`config.mk`:
```
export PLATFORM = sky130hd
export DESIGN_NAME = key_press_classifier
export DESIGN_NICKNAME = d
export VERILOG_FILES = /design/src/kpc_pkg.sv /design/src/kpc_cfg.sv /design/src/kpc_classify.sv /design/src/key_press_classifier.sv
export SDC_FILE = /design/constraint.sdc
export NUM_CORES = 1
export LEC_CHECK = 0
export BUFFER_PORTS_ARGS = -buffer_cell sky130_fd_sc_hd__buf_2
export CAP_MARGIN = 20
export CORE_UTILIZATION = 45
export CTS_CLUSTER_DIAMETER = 60
export DETAILED_ROUTE_END_ITERATION = 10
export PLACE_DENSITY = 0.69
export RECOVER_POWER = 100
export SKIP_LAST_GASP = 1
export SYNTH_ARGS = -nofsm -noshare
export SYNTH_HDL_FRONTEND = slang
export SYNTH_HIERARCHICAL = 1
export SYNTH_SLANG_ARGS = --single-unit
```
`constraint.sdc`:
```
create_clock -name clk -period 10.5 [get_ports clk]
set_input_delay 2.1 -clock clk [delete_from_list [all_inputs] [get_ports clk]]
set_output_delay 2.1 -clock clk [all_outputs]
set_load 0.03 [all_outputs]
```
`src/kpc_pkg.sv`:
```
// Shared types, key state codes and register indexes for the key press classifier.
package kpc_pkg;

  typedef logic [2:0] key_state_t;

  localparam key_state_t ST_UP      = 3'd0;
  localparam key_state_t ST_RELEASE = 3'd1;
  localparam key_state_t ST_PRESS   = 3'd2;
  localparam key_state_t ST_SHORT   = 3'd3;
  localparam key_state_t ST_LONG    = 3'd4;

  localparam int unsigned CFG_DATA_WIDTH  = 16;
  localparam int unsigned CFG_INDEX_WIDTH = 1;

  localparam logic [CFG_INDEX_WIDTH-1:0] CFG_DEBOUNCE   = 1'b0;
  localparam logic [CFG_INDEX_WIDTH-1:0] CFG_LONG_PRESS = 1'b1;

  localparam logic [CFG_DATA_WIDTH-1:0] DEBOUNCE_RESET   = 16'd10;
  localparam logic [CFG_DATA_WIDTH-1:0] LONG_PRESS_RESET = 16'd500;

  localparam int unsigned TICK_COUNT_WIDTH = 16;

endpackage

```
`src/kpc_cfg.sv`:
```
// Configuration registers: debounce time and long-press time.
module kpc_cfg #(
  parameter int unsigned TICK_COUNT_WIDTH = kpc_pkg::TICK_COUNT_WIDTH
) (
  input  logic                                 clk,
  input  logic                                 rst_n,
  input  logic                                 cfg_we,
  input  logic [kpc_pkg::CFG_INDEX_WIDTH-1:0]  cfg_index,
  input  logic [kpc_pkg::CFG_DATA_WIDTH-1:0]   cfg_wdata,
  output logic [TICK_COUNT_WIDTH-1:0]          debounce_ticks,
  output logic [TICK_COUNT_WIDTH-1:0]          long_press_ticks
);

  logic [TICK_COUNT_WIDTH-1:0] debounce_r;
  logic [TICK_COUNT_WIDTH-1:0] long_press_r;

  always_ff @(posedge clk) begin
    if (!rst_n) begin
      debounce_r   <= TICK_COUNT_WIDTH'(kpc_pkg::DEBOUNCE_RESET);
      long_press_r <= TICK_COUNT_WIDTH'(kpc_pkg::LONG_PRESS_RESET);
    end else if (cfg_we) begin
      unique case (cfg_index)
        kpc_pkg::CFG_DEBOUNCE:   debounce_r   <= TICK_COUNT_WIDTH'(cfg_wdata);
        kpc_pkg::CFG_LONG_PRESS: long_press_r <= TICK_COUNT_WIDTH'(cfg_wdata);
        default: ;
      endcase
    end
  end

  assign debounce_ticks   = debounce_r;
  assign long_press_ticks = long_press_r;

endmodule

```
`src/kpc_classify.sv`:
```
// Tick counter, level tracking and key state update for one sample.
module kpc_classify #(
  parameter int unsigned TICK_COUNT_WIDTH = kpc_pkg::TICK_COUNT_WIDTH
) (
  input  logic                         clk,
  input  logic                         rst_n,
  input  logic                         step,
  input  logic                         level,
  input  logic [TICK_COUNT_WIDTH-1:0]  debounce_ticks,
  input  logic [TICK_COUNT_WIDTH-1:0]  long_press_ticks,
  output kpc_pkg::key_state_t          state_nxt
);

  localparam int unsigned CW = TICK_COUNT_WIDTH + 1;

  logic [CW-1:0]       count_r, count_nxt;
  logic [CW-1:0]       count_base;
  logic [CW-1:0]       count_inc;
  logic                last_level_r;
  kpc_pkg::key_state_t state_r;
  kpc_pkg::key_state_t stable;
  logic [CW-1:0]       deb_ext, lp_ext;

  assign deb_ext = {1'b0, debounce_ticks};
  assign lp_ext  = {1'b0, long_press_ticks};

  always_comb begin
    stable     = level ? kpc_pkg::ST_LONG : kpc_pkg::ST_UP;
    count_base = (level != last_level_r) ? '0 : count_r;
    count_inc  = (&count_base) ? count_base : count_base + CW'(1);
    count_nxt  = '0;
    state_nxt  = state_r;
    if (state_r != stable) begin
      count_nxt = count_inc;
      if (count_inc > deb_ext) begin
        // past the edge tick: settled level state
        if (!level) begin
          state_nxt = kpc_pkg::ST_UP;
        end else if (count_inc >= lp_ext) begin
          state_nxt = kpc_pkg::ST_LONG;
        end else begin
          state_nxt = kpc_pkg::ST_SHORT;
        end
      end else if (count_inc == deb_ext) begin
        state_nxt = level ? kpc_pkg::ST_PRESS : kpc_pkg::ST_RELEASE;
      end
    end
  end

  always_ff @(posedge clk) begin
    if (!rst_n) begin
      count_r      <= '0;
      last_level_r <= 1'b0;
      state_r      <= kpc_pkg::ST_UP;
    end else if (step) begin
      count_r      <= count_nxt;
      last_level_r <= level;
      state_r      <= state_nxt;
    end
  end

endmodule

```
`src/key_press_classifier.sv`:
```
// Top level of the key press classifier: input register, classifier, result register.
//
// Debounces a sampled key level and reports one of five states per sample:
// up, release edge, press edge, short hold, long hold. A tick counter restarts
// on every level change; the edge state is reported on the tick the count
// equals debounce_ticks, the held state after that, and a pressed key turns to
// long hold once the count reaches long_press_ticks. Counting stops (count held
// at zero) once up or long hold is reached. Each input beat yields exactly one
// output beat. Throughput is one beat per clock while out_stall is low. From
// input accept to output valid, the accept edge loads the input register and
// the result register loads from it once free, with the count/compare logic between
// them. A stalled result holds the result register; once the input register
// is also full, in_stall goes high. Configuration writes via cfg_we take
// effect at once and are meant to be issued while no beat is in flight.
module key_press_classifier #(
  parameter int unsigned TICK_COUNT_WIDTH = kpc_pkg::TICK_COUNT_WIDTH
) (
  input  logic                                 clk,
  input  logic                                 rst_n,
  // configuration write port
  input  logic                                 cfg_we,
  input  logic [kpc_pkg::CFG_INDEX_WIDTH-1:0]  cfg_index,
  input  logic [kpc_pkg::CFG_DATA_WIDTH-1:0]   cfg_wdata,
  // input channel
  input  logic                                 in_valid,
  output logic                                 in_stall,
  input  logic                                 in_key_level,
  // result channel
  output logic                                 out_valid,
  input  logic                                 out_stall,
  output logic [2:0]                           out_key_state
);

  logic [TICK_COUNT_WIDTH-1:0] debounce_ticks;
  logic [TICK_COUNT_WIDTH-1:0] long_press_ticks;

  // input register stage
  logic in_valid_r;
  logic in_level_r;
  // result register stage
  logic                out_valid_r;
  kpc_pkg::key_state_t out_state_r;
  kpc_pkg::key_state_t state_nxt;

  logic out_free;  // result register can take a beat this cycle
  logic advance;   // input register beat moves to result register
  logic in_take;   // input beat accepted

  assign out_free = !out_valid_r || !out_stall;
  assign advance  = in_valid_r && out_free;
  assign in_stall = in_valid_r && !out_free;
  assign in_take  = in_valid && !in_stall;

  kpc_cfg #(
    .TICK_COUNT_WIDTH(TICK_COUNT_WIDTH)
  ) u_cfg (
    .clk              (clk),
    .rst_n            (rst_n),
    .cfg_we           (cfg_we),
    .cfg_index        (cfg_index),
    .cfg_wdata        (cfg_wdata),
    .debounce_ticks   (debounce_ticks),
    .long_press_ticks (long_press_ticks)
  );

  // state only updates when a beat leaves the input register
  kpc_classify #(
    .TICK_COUNT_WIDTH(TICK_COUNT_WIDTH)
  ) u_classify (
    .clk              (clk),
    .rst_n            (rst_n),
    .step             (advance),
    .level            (in_level_r),
    .debounce_ticks   (debounce_ticks),
    .long_press_ticks (long_press_ticks),
    .state_nxt        (state_nxt)
  );

  always_ff @(posedge clk) begin
    if (!rst_n) begin
      in_valid_r <= 1'b0;
    end else if (!in_stall) begin
      in_valid_r <= in_valid;
    end
  end

  always_ff @(posedge clk) begin
    if (in_take) begin
      in_level_r <= in_key_level;
    end
  end

  always_ff @(posedge clk) begin
    if (!rst_n) begin
      out_valid_r <= 1'b0;
    end else if (out_free) begin
      out_valid_r <= in_valid_r;
    end
  end

  always_ff @(posedge clk) begin
    if (advance) begin
      out_state_r <= state_nxt;
    end
  end

  assign out_valid     = out_valid_r;
  assign out_key_state = out_state_r;

endmodule
```
# After elaboration in Yosys (flattened, before gate mapping)
# Cells that the tools add are included.
# W data, S select, Z words.
# word_totals
ff_bits	59
input_bits	23
output_inout_bits	5
elab_cells	37
# classes
addsub	1
order_cmp	2
eq_ne	3
mux	10
bitwise	1
n_reduce_logical	11
# ops
cell	n
$mux W17	3
$mux W3	6
$add A17 B1 Y17 const B	1
$eq A17 B16 Y1	1
$ge A17 B16 Y1	1
$gt A17 B16 Y1	1
$reduce_and A17 Y1	1
$logic_not A1 Y1	4
$reduce_and A2 Y1	2
$logic_and A1 B1 Y1	3
$ne A3 B3 Y1	1
$mux W2	1
$logic_or A1 B1 Y1	1
$ne A1 B1 Y1	1
$not A1 Y1	1

# Depth between registers and ports, before layout
# Gate-level depths: netlist (run 1).
# depth
depth_word	9
depth_mapped	21
depth_no_buf	18

# Modules after synthesis
# Netlist (run 1), hierarchy kept.
# modules_own_cells
mod	instances	cells_per_inst	area_per_inst_um2	seq_area_each_um2
kpc_classify	1	312	2316.0	420.4
kpc_cfg	1	133	1303.8	640.6
key_press_classifier	1	12	203.9	160.2

# Least setup slack after synthesis (run 1)
# OpenSTA, ideal clock, no wires.
# synth_timing
path_kind	reg-to-reg
startpoint	register in_level_r
endpoint	register out_state_r[1] (netlist: out_key_state[1]), data pin
setup_ns	0.263
t_arrival_ns	4.309
required_time_ns	10.237
setup_slack_ns	5.928
stages_incl_launch_ff	21
n_path_buf	3
period_less_slack_ns	4.572
cell_sequence	edfxtp_1 buf_4 xnor2_1 clkbuf_1 and2_1 ha_1 nand4_1 nor4_2 a41oi_2 buf_2 or3b_1 xor2_1 nor2_1 ha_1 nand4_1 or4_1 o211ai_1 o211ai_1 and4_1 a211oi_1 nor2_1
# synth_via
elab_chain_cells	9
elab_cells_between_ends	16
cone_classes	add/sub: 1; order compare: 2; eq/ne: 3; mux: 9; reduce/logical: 1
# synth_rtl
element	line	rtl
start, declared	key_press_classifier.sv:39	logic in_level_r;
start signal, assigned	key_press_classifier.sv:89	in_level_r <= in_key_level;
$ne A1 B1 Y1	kpc_classify.sv:29	count_base = (level != last_level_r) ? '0 : count_r;
$mux W17	kpc_classify.sv:29	
$add A17 B1 Y17 / $reduce_and A17 Y1 (equally long branches)	kpc_classify.sv:30	count_inc = (&count_base) ? count_base : count_base + CW'(1);
$mux W17	kpc_classify.sv:30	
$ge A17 B16 Y1	kpc_classify.sv:39	end else if (count_inc >= lp_ext) begin
$mux W3	kpc_classify.sv:39	
$mux W3	kpc_classify.sv:37	if (!level) begin
$mux W3	kpc_classify.sv:35	if (count_inc > deb_ext) begin
$mux W3 *	kpc_classify.sv:33	if (state_r != stable) begin
net state_nxt[1]	key_press_classifier.sv:43	kpc_pkg::key_state_t state_nxt;
end signal, assigned	key_press_classifier.sv:103	out_state_r <= state_nxt;
end, declared	key_press_classifier.sv:42	kpc_pkg::key_state_t out_state_r;
# The timed path passes the listed nets; every way through them passes the cells marked *.
# A chain may end at the register's enable or synchronous reset.

# Final worst setup path (run 1)
# layout_timing
startpoint	register in_level_r
endpoint	register u_classify.state_r[0]
# layout_via
elab_chain_cells	9
elab_cells_between_ends	16
cone_classes	add/sub: 1; order compare: 2; eq/ne: 3; mux: 9; reduce/logical: 1
# layout_rtl
element	line	rtl
$ne A1 B1 Y1	kpc_classify.sv:29	
$mux W17	kpc_classify.sv:29	
$add A17 B1 Y17 / $reduce_and A17 Y1 (equally long branches)	kpc_classify.sv:30	
$mux W17	kpc_classify.sv:30	
$ge A17 B16 Y1	kpc_classify.sv:39	
$mux W3	kpc_classify.sv:39	
$mux W3	kpc_classify.sv:37	
$mux W3	kpc_classify.sv:35	
$mux W3 *	kpc_classify.sv:33	
end signal, assigned	kpc_classify.sv:54	state_r <= kpc_pkg::ST_UP;
end signal, assigned	kpc_classify.sv:58	state_r <= state_nxt;
end, declared	kpc_classify.sv:20	kpc_pkg::key_state_t state_r;
# Mark *: on every way between the ends. The rest lies on a longest branch, timed or not.

==> results.json, run 1 <==
{
  "setup_viol": 0,
  "skew_ns": 0.00998,
  "dp_cells": 570,
  "timing.final.hold_violations": 0,
  "root_buffer": "clkbuf_8",
  "crit_family": "simple AND/OR/NAND/NOR gates",
  "routed_wl_um": 8460,
  "synth_seq_area_share": 0.319,
  "path_cells": "xnor2_1 > and2_0 > ha_1 > nand4_1 > nor4_1 > a41oi_1 > nand4_1 > nor2_1 > xnor2_1 > nor2_1 > ha_1 > nand4_1 > nor2_1 > a221oi_1 > o211ai_1 > and4_1 > o311ai_0 > a21oi_1",
  "finalCritPeriodShare": 0.583,
  "met2_length_um": 3800,
  "num_vias": 3187,
  "fin_hold_ws_ns": 0.459,
  "cpMaxStageDelayCell": "xnor2_1",
  "firstDrtPassIters": 4,
  "slew-limit-headroom": -0.757,
  "cts_buffers": 9,
  "ioPinCount": 28,
  "fmax_mhz": 163,
  "mostFrequentLayoutCells": "nand2_1 (65), dfxtp_1 (55), inv_1 (44), ha_1 (33), nor2_1 (26)",
  "utilization": 0.501,
  "ys_ff_latch": 59,
  "synth.distinct_cells": 58,
  "cts_buffer_depth": 2,
  "grt-ovfl-total": 0,
  "final_common_cell": "nand2_1",
  "p_leak_uw": 0.00173,
  "worstSkewPairLatency_ns": 0.34,
  "vdd.ir_drop.worst_mv": 0.0660,
  "wl_per_cell_um": 14.4,
  "viasPerCell": 5.44,
  "drv_cap": 1,
  "cp-start-kind": "register",
  "drive_gt1_frac": 0.0894,
  "wl_met1_um": 4020,
  "r2r_cells": 18,
  "maxSlewViolCount": 64,
  "antenna_left": 0,
  "finalCriticalPeriod_ns": 6.12,
  "die_w_um": 94.2,
  "synth_cells": 457,
  "ys_top_cells_by_area": "dfxtp_1 (29%), ha_1 (11%), mux2i_1 (6.5%)",
  "drc": 0,
  "row_count": 33,
  "start_util": 0.465,
  "yosys_warnings": 6,
  "critPathMaxStageDelay_ns": 0.86,
  "syn_area_um2": 3820,
  "top_layer_used": "met4",
  "hold_buffers": 0,
  "critPathRequiredTime_ns": 10.71,
  "violations": "capacitance limit, slew limit",
  "worstPathArrival_ns": 6.33,
  "synthDominantCellAreaShare": 0.288,
  "synthArstFlopShare": 0,
  "grt_pass1_wl_um": 14200,
  "min_to": "u_cfg/debounce_ticks[10]$_SDFFE_PN0P_",
  "syn-num-nets": 513,
  "worstSetupPathType": "reg2reg",
  "clk_pin_slew_ns": 0.07,
  "synth-edff-count": 4,
  "ctsHtreeMaxLevel": 3,
  "dieArea_um2": 8870,
  "cts_tree": "yes",
  "grt_setup_unrepaired": "no",
  "final_nets": 533,
  "synth_largest_area_cell": "dfxtp_1",
  "cts_sinks": 59,
  "r2r-start": "in_level_r$_DFFE_PP_",
  "area_growth_pct": 7.59,
  "cp.depth": 18,
  "tightest_slew_ns": 2.64,
  "drt_iter0_markers": 159,
  "min-delay-start": "u_cfg/debounce_ticks[10]$_SDFFE_PN0P_",
  "globalplace.congestion": 0.921,
  "worstPathMaxFanout": 15,
  "ctsResizeCount": 0,
  "die_y_um": 94.2,
  "fin_cells": 586,
  "grt_antenna_before_repair": 0,
  "core-area_um2": 8220,
  "r2r-end": "u_classify/state_r[0]$_SDFFE_PN0P_",
  "wl_met3_um": 436,
  "critPathBufInv": 0,
  "grt_max_degree": 64,
  "insertedDiodeCount": 0,
  "hpwl_um": 6140,
  "synth_flop_cell": "dfxtp_1",
  "finalSetupTns_ns": 0,
  "avgSynthCellArea_um2": 8.37,
  "regToRegSetupSlack_ns": 4.38,
  "cts_setup_buffers": 0,
  "cellPowerDensity_nw_per_um2": 121,
  "hold_depth": 2,
  "grt_pass1_vias": 3029,
  "grt_usage": 0.208,
  "status": "finished, violations left",
  "port_buffers": 27,
  "end_kind": "register",
  "worstHoldPathType": "reg2reg"
}
state kept, by name (all words and copies together), names as in the netlist, 3 cells and up:
name                    cells
u_classify/count_r         17
u_cfg/debounce_ticks       16
u_cfg/long_press_ticks     16
out_key_state               3
u_classify/state_r          3
worst min-delay path, cell delays in order, from the launching register on:
cell and delay, ns:
dfxtp_1 0.31, nand2_1 0.05, mux2i_1 0.05
through the flow:
stage | cell area (um2) | setup slack, ns | total power [uW]
after floorplan | 3820 | 5.93 | 288
after global placement | 3980 | 5.15 | 300
after detailed placement | 3980 | 4.91 | 302
after CTS | 4170 | 4.87 | 504
after global routing | 4110 | 3.74 | 522
final | 4110 | 4.38 | 496
cell type report:
class | count | area [um2]
Multi-Input combinational cell | 333 | 2260
Sequential cell | 59 | 1220
Clock inverter | 3 | 40.0
Inverter | 44 | 165
Tap cell | 105 | 131
Timing Repair Buffer | 30 | 150
Fill cell | 778 | 4100
Clock buffer | 12 | 145
kinds of logic (layout without fill, tap and decap cells):
family          after synthesis  in the layout  synth area share
flops                        59             59             0.319
simple gates                174            174             0.232
xor+xnor                     17             17            0.0409
buf+inv                      65             89            0.0766
compound gates               83             83             0.155
mux                          26             26            0.0684
fa+ha+maj                    33             33             0.108
worst max-delay path by stage:
stage | startpoint | endpoint | slack, ns
after floorplan | in_level_r$_DFFE_PP_ | out_key_state[1]$_DFFE_PP_ | 5.93
after global placement | in_level_r$_DFFE_PP_ | out_key_state[1]$_DFFE_PP_ | 5.15
after detailed placement | in_level_r$_DFFE_PP_ | out_key_state[1]$_DFFE_PP_ | 4.91
after CTS | in_level_r$_DFFE_PP_ | out_key_state[1]$_DFFE_PP_ | 4.87
after global routing | in_level_r$_DFFE_PP_ | u_classify/state_r[0]$_SDFFE_PN0P_ | 3.74
final | in_level_r$_DFFE_PP_ | u_classify/state_r[0]$_SDFFE_PN0P_ | 4.38
power by group:
group,leakage (uW),internal (uW),switching [uW]
sequential,0.000488,235,5.22
combinational,0.00115,21.4,34.9
clock,0.0000962,114,86.1
total,0.00173,370,126
cells in the mapped netlist (3+ instances only):
cell / instances
nor3_1: 5
nand4_1: 11
a21boi_1: 5
nor2_1: 26
dfxtp_1: 55
o21a_1: 8
inv_1: 44
o21ai_1: 7
and2_1: 4
mux2i_1: 25
nor4_1: 4
xnor2_1: 7
buf_4: 3
clkbuf_1: 10
and3_1: 7
a21oi_1: 18
ha_1: 33
nand2b_1: 6
xor2_1: 9
buf_2: 3
buf_6: 3
nand3b_1: 6
nand2_1: 65
o211ai_1: 3
nor2b_1: 5
nand3_1: 20
o21ai_0: 7
o211ai_2: 8
edfxtp_1: 4
a31oi_1: 7
a211oi_1: 5
routing by layer:
layer	up-vias	GRT usage
li1	1635	-
met1	1450	0.267
met2	84	0.329
met3	18	0.0364
met4	0	0.110
met5	-	0
Note: power is estimated with default switching activity, not from simulation.
==> run 2, diff against run 1 <==
Clock period 10.5 ns to 6.3 ns, I/O delays scaled along.
==> run 2 against run 1 <==
Effect of this change: the flow still finishes with violations (capacitance limit, slew limit); hold slack got worse by 0.0026 ns; combinational power is 69% higher; count of clock-buffer cells in the layout unchanged; register-to-register slack worse by 3.5 ns; sequential share of layout area fell by 0.44 points; clock skew fell by 0.0036 ns; design area increased by 1.5%; wire length did not move; sequential cell count stayed put; via count is 0.53% higher; die area stayed put; critical path depth up 1; largest power group unchanged.
==> results.json, run 2 (same netlist as run 1, synthesis figures left out) <==
{
  "grt-ovfl-total": 0,
  "ctsHtreeMaxLevel": 3,
  "antenna_left": 0,
  "drt_iter0_markers": 100,
  "fin_cells": 588,
  "grt_usage": 0.210,
  "insertedDiodeCount": 0,
  "cts_buffers": 9,
  "critPathRequiredTime_ns": 6.38,
  "top_register": "u_classify/count_r",
  "die_y_um": 94.2,
  "cp-start-kind": "register",
  "end_kind": "register",
  "worstPathMaxFanout": 11,
  "die_w_um": 94.2,
  "ctsResizeCount": 0,
  "fin_area_um2": 4180,
  "status": "finished, violations left",
  "worstHoldPathType": "reg2reg",
  "drv_cap": 1,
  "drc": 0,
  "grt_pass1_vias": 3066,
  "grt_pass1_wl_um": 14400,
  "port_buffers": 27,
  "ioPinCount": 28,
  "tightest_slew_ns": 2.67,
  "grt_max_degree": 64,
  "wl_per_cell_um": 14.4,
  "placed_area_um2": 3990,
  "fillers": 797,
  "row_count": 33,
  "finalSetupTns_ns": 0,
  "cts_setup_buffers": 0,
  "setup_viol": 0,
  "final_common_cell": "nand2_1",
  "fmax_mhz": 185,
  "clkPwrFrac": 0.442,
  "grt_antenna_before_repair": 0,
  "seqPwrFrac": 0.451,
  "viasPerCell": 5.45,
  "violations": "capacitance limit, slew limit",
  "vdd.ir_drop.worst_mv": 0.134,
  "firstDrtPassIters": 4,
  "p_int_uw": 671,
  "switching_share": 0.243,
  "cts_tree": "yes",
  "core-area_um2": 8220,
  "grt_setup_unrepaired": "no",
  "p_sw_uw": 216,
  "pwr-share-comb": 0.107,
  "start_util": 0.465,
  "hpwl_um": 6250,
  "maxSlewViolCount": 64,
  "dieArea_um2": 8870,
  "worstSetupPathType": "reg2reg",
  "finalCritPeriodShare": 0.858,
  "area_growth_pct": 9.19,
  "hold_buffers": 0,
  "skew_ns": 0.00634,
  "largest_register_ffs": 17,
  "final_nets": 534,
  "cellPowerDensity_nw_per_um2": 213,
  "cts_buffer_depth": 2,
  "p_leak_uw": 0.00176,
  "slew-limit-headroom": -0.779,
  "fin_total_pwr_uw": 888,
  "num_vias": 3204,
  "worstSkewPairLatency_ns": 0.34,
  "fin_hold_ws_ns": 0.456,
  "dp_cells": 571,
  "timing.final.hold_violations": 0,
  "mostFrequentLayoutCells": "nand2_1 (65), dfxtp_1 (55), inv_1 (44), ha_1 (33), nor2_1 (26)",
  "worstPathArrival_ns": 5.49,
  "root_buffer": "clkbuf_8",
  "clk_pin_slew_ns": 0.07,
  "drive_gt1_frac": 0.0994,
  "routed_wl_um": 8460,
  "cts_sinks": 59,
  "globalplace.congestion": 0.944,
  "finalCriticalPeriod_ns": 5.41
}
-- run 2: area by class of cell --
class                           instances  area (um2)  share of cell area
Sequential cell                        59        1220               0.292
Multi-Input combinational cell        333        2270               0.544
Clock buffer                           12         155              0.0372
Tap cell                              105         131              0.0315
Inverter                               44         165              0.0396
Timing Repair Buffer                   31         158              0.0378
Clock inverter                          4        72.6              0.0174
-- run 2: per-stage QoR --
| stage | setup WS [ns] | utilization |
|---|---|---|
| after floorplan | 1.73 | - |
| after global placement | 1.25 | 0.485 |
| after detailed placement | 1.14 | 0.485 |
| after CTS | 1.12 | 0.513 |
| after global routing | 0.275 | 0.508 |
| final | 0.894 | 0.508 |
-- run 2: metal layers --
layer,vias up,share of wire,global-route usage
li1,1630,-,-
met1,1486,0.48,0.276
met2,73,0.45,0.330
met3,15,0.045,0.0534
met4,0,0.020,0.0769
met5,-,0,0
-- run 2: worst paths after layout --
kind / startpoint / end / slack (ns) / depth (start not counted)
worst min-delay path: u_cfg/debounce_ticks[8]$_SDFFE_PN0P_ / u_cfg/debounce_ticks[8]$_SDFFE_PN0P_ / 0.46 / 2
worst max-delay path: in_level_r$_DFFE_PP_ / out_key_state[1]$_DFFE_PP_ / 0.89 / 19
worst max register to register: in_level_r$_DFFE_PP_ / out_key_state[1]$_DFFE_PP_ / 0.89 / 19
worst min register to register: u_cfg/debounce_ticks[8]$_SDFFE_PN0P_ / u_cfg/debounce_ticks[8]$_SDFFE_PN0P_ / 0.46 / 2
-- run 2: worst max-delay path: stages (launching register included) --
cell and delay [ns]:
edfxtp_1 0.56, xnor2_1 0.50, buf_4 0.24, and2_0 0.14, ha_1 0.21, nand4_1 0.25, nor4_2 0.36, a41oi_1 0.44
nand4_1 0.46, nor2_1 0.09, xnor2_1 0.13, nor2_1 0.16, ha_1 0.28, nand3_1 0.14, nor2_1 0.07, a221oi_1 0.29
o211ai_1 0.22, and4_1 0.28, a211oi_1 0.25, nor2_1 0.09
-- run 2: power groups by stage --
stage | combinational, uW | clock [uW] | sequential (uW)
3_3_place_gp | 93.9 | 0 | 408
5_1_grt | 107 | 419 | 401
4_1_cts | 96.3 | 402 | 400
3_5_place_dp | 95.9 | 0 | 408
6_report | 95.1 | 392 | 400
2_1_floorplan | 72.2 | 0 | 407
==> run 3, diff against run 2 <==
Settings changed: ABC_AREA from default to 1, REMOVE_ABC_BUFFERS from default to 1.
==> run 3 against run 2 <==
Effect of this change: the run still ends with capacitance limit, slew limit left; clock skew rose by 0.0034 ns; sequential share of layout area fell by 0.69 points; setup slack improved by 0.85 ns; wire length rose by 3.1%; final cell count rose by 21%; count of clock-buffer cells in the layout rose by 2; register-to-register slack improved by 0.85 ns; design area rose by 2.4%; sequential cell count did not move; total power fell by 1.8%; critical path depth rose by 8; core utilization rose by 0.46 points.
==> results.json, run 3 <==
{
  "status": "finished, violations left",
  "violations": "capacitance limit, slew limit",
  "worstPathArrival_ns": 4.66,
  "fillers": 883,
  "wl_per_cell_um": 12.2,
  "ys_top_cells_by_area": "dfxtp_1 (28%), nand2_1 (14%), ha_1 (10%)",
  "cellPowerDensity_nw_per_um2": 204,
  "core-area_um2": 8340,
  "worstSetupPathType": "reg2reg",
  "port_buffers": 27,
  "drc": 0,
  "die_w_um": 95.6,
  "final_common_cell": "nand2_1",
  "synth_compound_area_frac": 0.0748,
  "drt_iter0_markers": 119,
  "dp_cells": 698,
  "antenna_left": 0,
  "num_vias": 3481,
  "ys_ff_latch": 59,
  "cp-start-kind": "register",
  "final_nets": 660,
  "largest_register_ffs": 17,
  "grt_pass1_vias": 3257,
  "post-synth-top-count-cell": "nand2_1",
  "gr-usage-met1": 0.269,
  "start_util": 0.473,
  "tightest_slew_ns": 1.54,
  "synth.top_cells.by_count": "nand2_1 (148), inv_1 (89), nor2_1 (74)",
  "fin_cells": 714,
  "top_register": "u_classify/count_r",
  "grt_max_degree": 38,
  "end_kind": "register",
  "synthArstFlopShare": 0,
  "grt_usage": 0.210,
  "synth_cells": 580,
  "synth-edff-count": 4,
  "grt_antenna_before_repair": 0,
  "skew_ns": 0.00970,
  "hpwl_um": 6720,
  "cts_buffer_depth": 2,
  "die_y_um": 95.6,
  "avgSynthCellArea_um2": 6.80,
  "dieArea_um2": 9150,
  "timing.final.hold_violations": 0,
  "synthMuxAreaShare": 0,
  "r2r-start": "in_level_r$_DFFE_PP_",
  "row_count": 33,
  "synth_top_family_by_area": "simple AND/OR/NAND/NOR gates",
  "vdd.ir_drop.worst_mv": 0.129,
  "use_met3": 0.0431,
  "grt_pass1_wl_um": 14800,
  "drv_cap": 1,
  "ctsResizeCount": 0,
  "synthDominantCellAreaShare": 0.279,
  "fin_total_pwr_uw": 871,
  "yosys.area_share.simple": 0.356,
  "cp-startpoint": "in_level_r$_DFFE_PP_",
  "fmax_mhz": 219,
  "firstDrtPassIters": 5,
  "synth_flop_cell": "dfxtp_1",
  "synth_seq_area_share": 0.309,
  "worstHoldPathType": "reg2reg",
  "mostFrequentLayoutCells": "nand2_1 (149), inv_1 (91), nor2_1 (75), dfxtp_1 (55), nand3_1 (35)",
  "maxSlewViolCount": 38,
  "viasPerCell": 4.88,
  "finalCritPeriodShare": 0.724,
  "clk_pin_slew_ns": 0.07,
  "cts_buffers": 9,
  "root_buffer": "clkbuf_8",
  "worstPathMaxFanout": 12,
  "ctsHtreeMaxLevel": 3,
  "synth.distinct_cells": 35,
  "grt-ovfl-total": 0,
  "yosys.area_share.adder": 0.105,
  "yosys_warnings": 6,
  "drive_gt1_frac": 0.113,
  "cts_tree": "yes",
  "area_growth_pct": 8.37,
  "worstSkewPairLatency_ns": 0.33,
  "routed_wl_um": 8730,
  "grt.busiest_layer": "met2",
  "finalSetupTns_ns": 0,
  "p_leak_uw": 0.00209,
  "critPathRequiredTime_ns": 6.40,
  "synth-xor-area-share": 0.0327,
  "globalplace.congestion": 0.878,
  "slew-limit-headroom": -0.0238,
  "synth_largest_area_cell": "dfxtp_1",
  "ioPinCount": 28,
  "hold_buffers": 0,
  "cts_sinks": 59,
  "insertedDiodeCount": 0,
  "syn_area_um2": 3950,
  "cts_setup_buffers": 0,
  "grt_setup_unrepaired": "no",
  "fin_hold_ws_ns": 0.461,
  "min-delay-start": "u_cfg/debounce_ticks[3]$_SDFFE_PN1P_",
  "setup_viol": 0,
  "finalCriticalPeriod_ns": 4.56,
  "use_met2": 0.352
}
==> run 3: cell count changes after synthesis, moves of 8 or more <==
| cell | before | now |
|---|---|---|
| nand3_1 | 20 | 34 |
| a21oi_1 | 18 | 34 |
| nor2_4 | 0 | 8 |
| mux2i_1 | 25 | 0 |
| nand2_1 | 65 | 148 |
| nor2_1 | 26 | 74 |
| o211ai_2 | 8 | 0 |
| nand2_2 | 0 | 10 |
| o21ai_0 | 7 | 17 |
| inv_1 | 44 | 89 |
==> run 3: kinds of logic (layout without fill, tap and decap cells) <==
kind of cell | after synthesis | in the layout
xor+xnor | 13 | 13
compound gates | 56 | 56
flops | 59 | 59
fa+ha+maj | 33 | 33
buf+inv | 112 | 141
simple gates | 307 | 307
==> run 3: cell type report <==
cell class | count | area, um2 | share of cell area
clock buffers | 14 | 173 | 0.0404
clock inverters | 2 | 35.0 | 0.00819
inverters | 98 | 369 | 0.0863
multi-input cells | 409 | 2220 | 0.520
flip-flops and latches | 59 | 1220 | 0.286
well taps | 105 | 131 | 0.0307
repair buffers | 27 | 125 | 0.0293
==> run 3: power breakdown <==
part / leakage [uW] / total, uW / switching [uW] / internal, uW
Combinational: 0.00149 / 108 / 72.0 / 35.6
Sequential: 0.000490 / 405 / 9.72 / 395
Clock: 0.000107 / 359 / 144 / 215
==> run 3: worst paths after layout <==
kind | to | slack, ns | depth (start not counted)
worst max register to register | out_key_state[1]$_DFFE_PP_ | 1.74 | 27
worst min-delay path | u_cfg/debounce_ticks[3]$_SDFFE_PN1P_ | 0.46 | 2
worst max-delay path | out_key_state[1]$_DFFE_PP_ | 1.74 | 27
worst min register to register | u_cfg/debounce_ticks[3]$_SDFFE_PN1P_ | 0.46 | 2
==> run 3: critical path, cell delays in order (launching register included) <==
cell and delay, ns:
edfxtp_1 0.43, inv_1 0.15, nand2_2 0.08, nand2_1 0.37
nor2_1 0.28, ha_1 0.18, inv_1 0.07, nor3_1 0.21
nand2_2 0.08, nor2_1 0.22, nand4_1 0.23, nand2_2 0.14
nor2_1 0.08, xnor2_1 0.35, ha_1 0.35, a21o_1 0.18
nor2_1 0.14, nand3_1 0.09, nand2_1 0.06, nand2_1 0.05
nand2_1 0.05, nand2_1 0.04, nand2_1 0.08, nand2_1 0.09
nand3_1 0.12, nand2_1 0.07, nand2_1 0.09, inv_1 0.04
==> run 3: through the flow <==
stage / instance area [um2] / worst slack [ns] / utilization
2_1_floorplan: 3830 / 2.83 / -
3_3_place_gp: 4100 / 2.29 / 0.492
3_5_place_dp: 4100 / 2.22 / 0.492
4_1_cts: 4310 / 2.19 / 0.517
5_1_grt: 4280 / 1.26 / 0.513
6_report: 4280 / 1.74 / 0.513
==> run 3: layer usage <==
metal | vias to the layer above | routed length (um) | part of all wire
met5 | - | 0 | 0
met4 | 0 | 135 | 0.015
met3 | 13 | 306 | 0.035
met2 | 65 | 4020 | 0.46
met1 | 1545 | 4270 | 0.49
li1 | 1858 | - | -
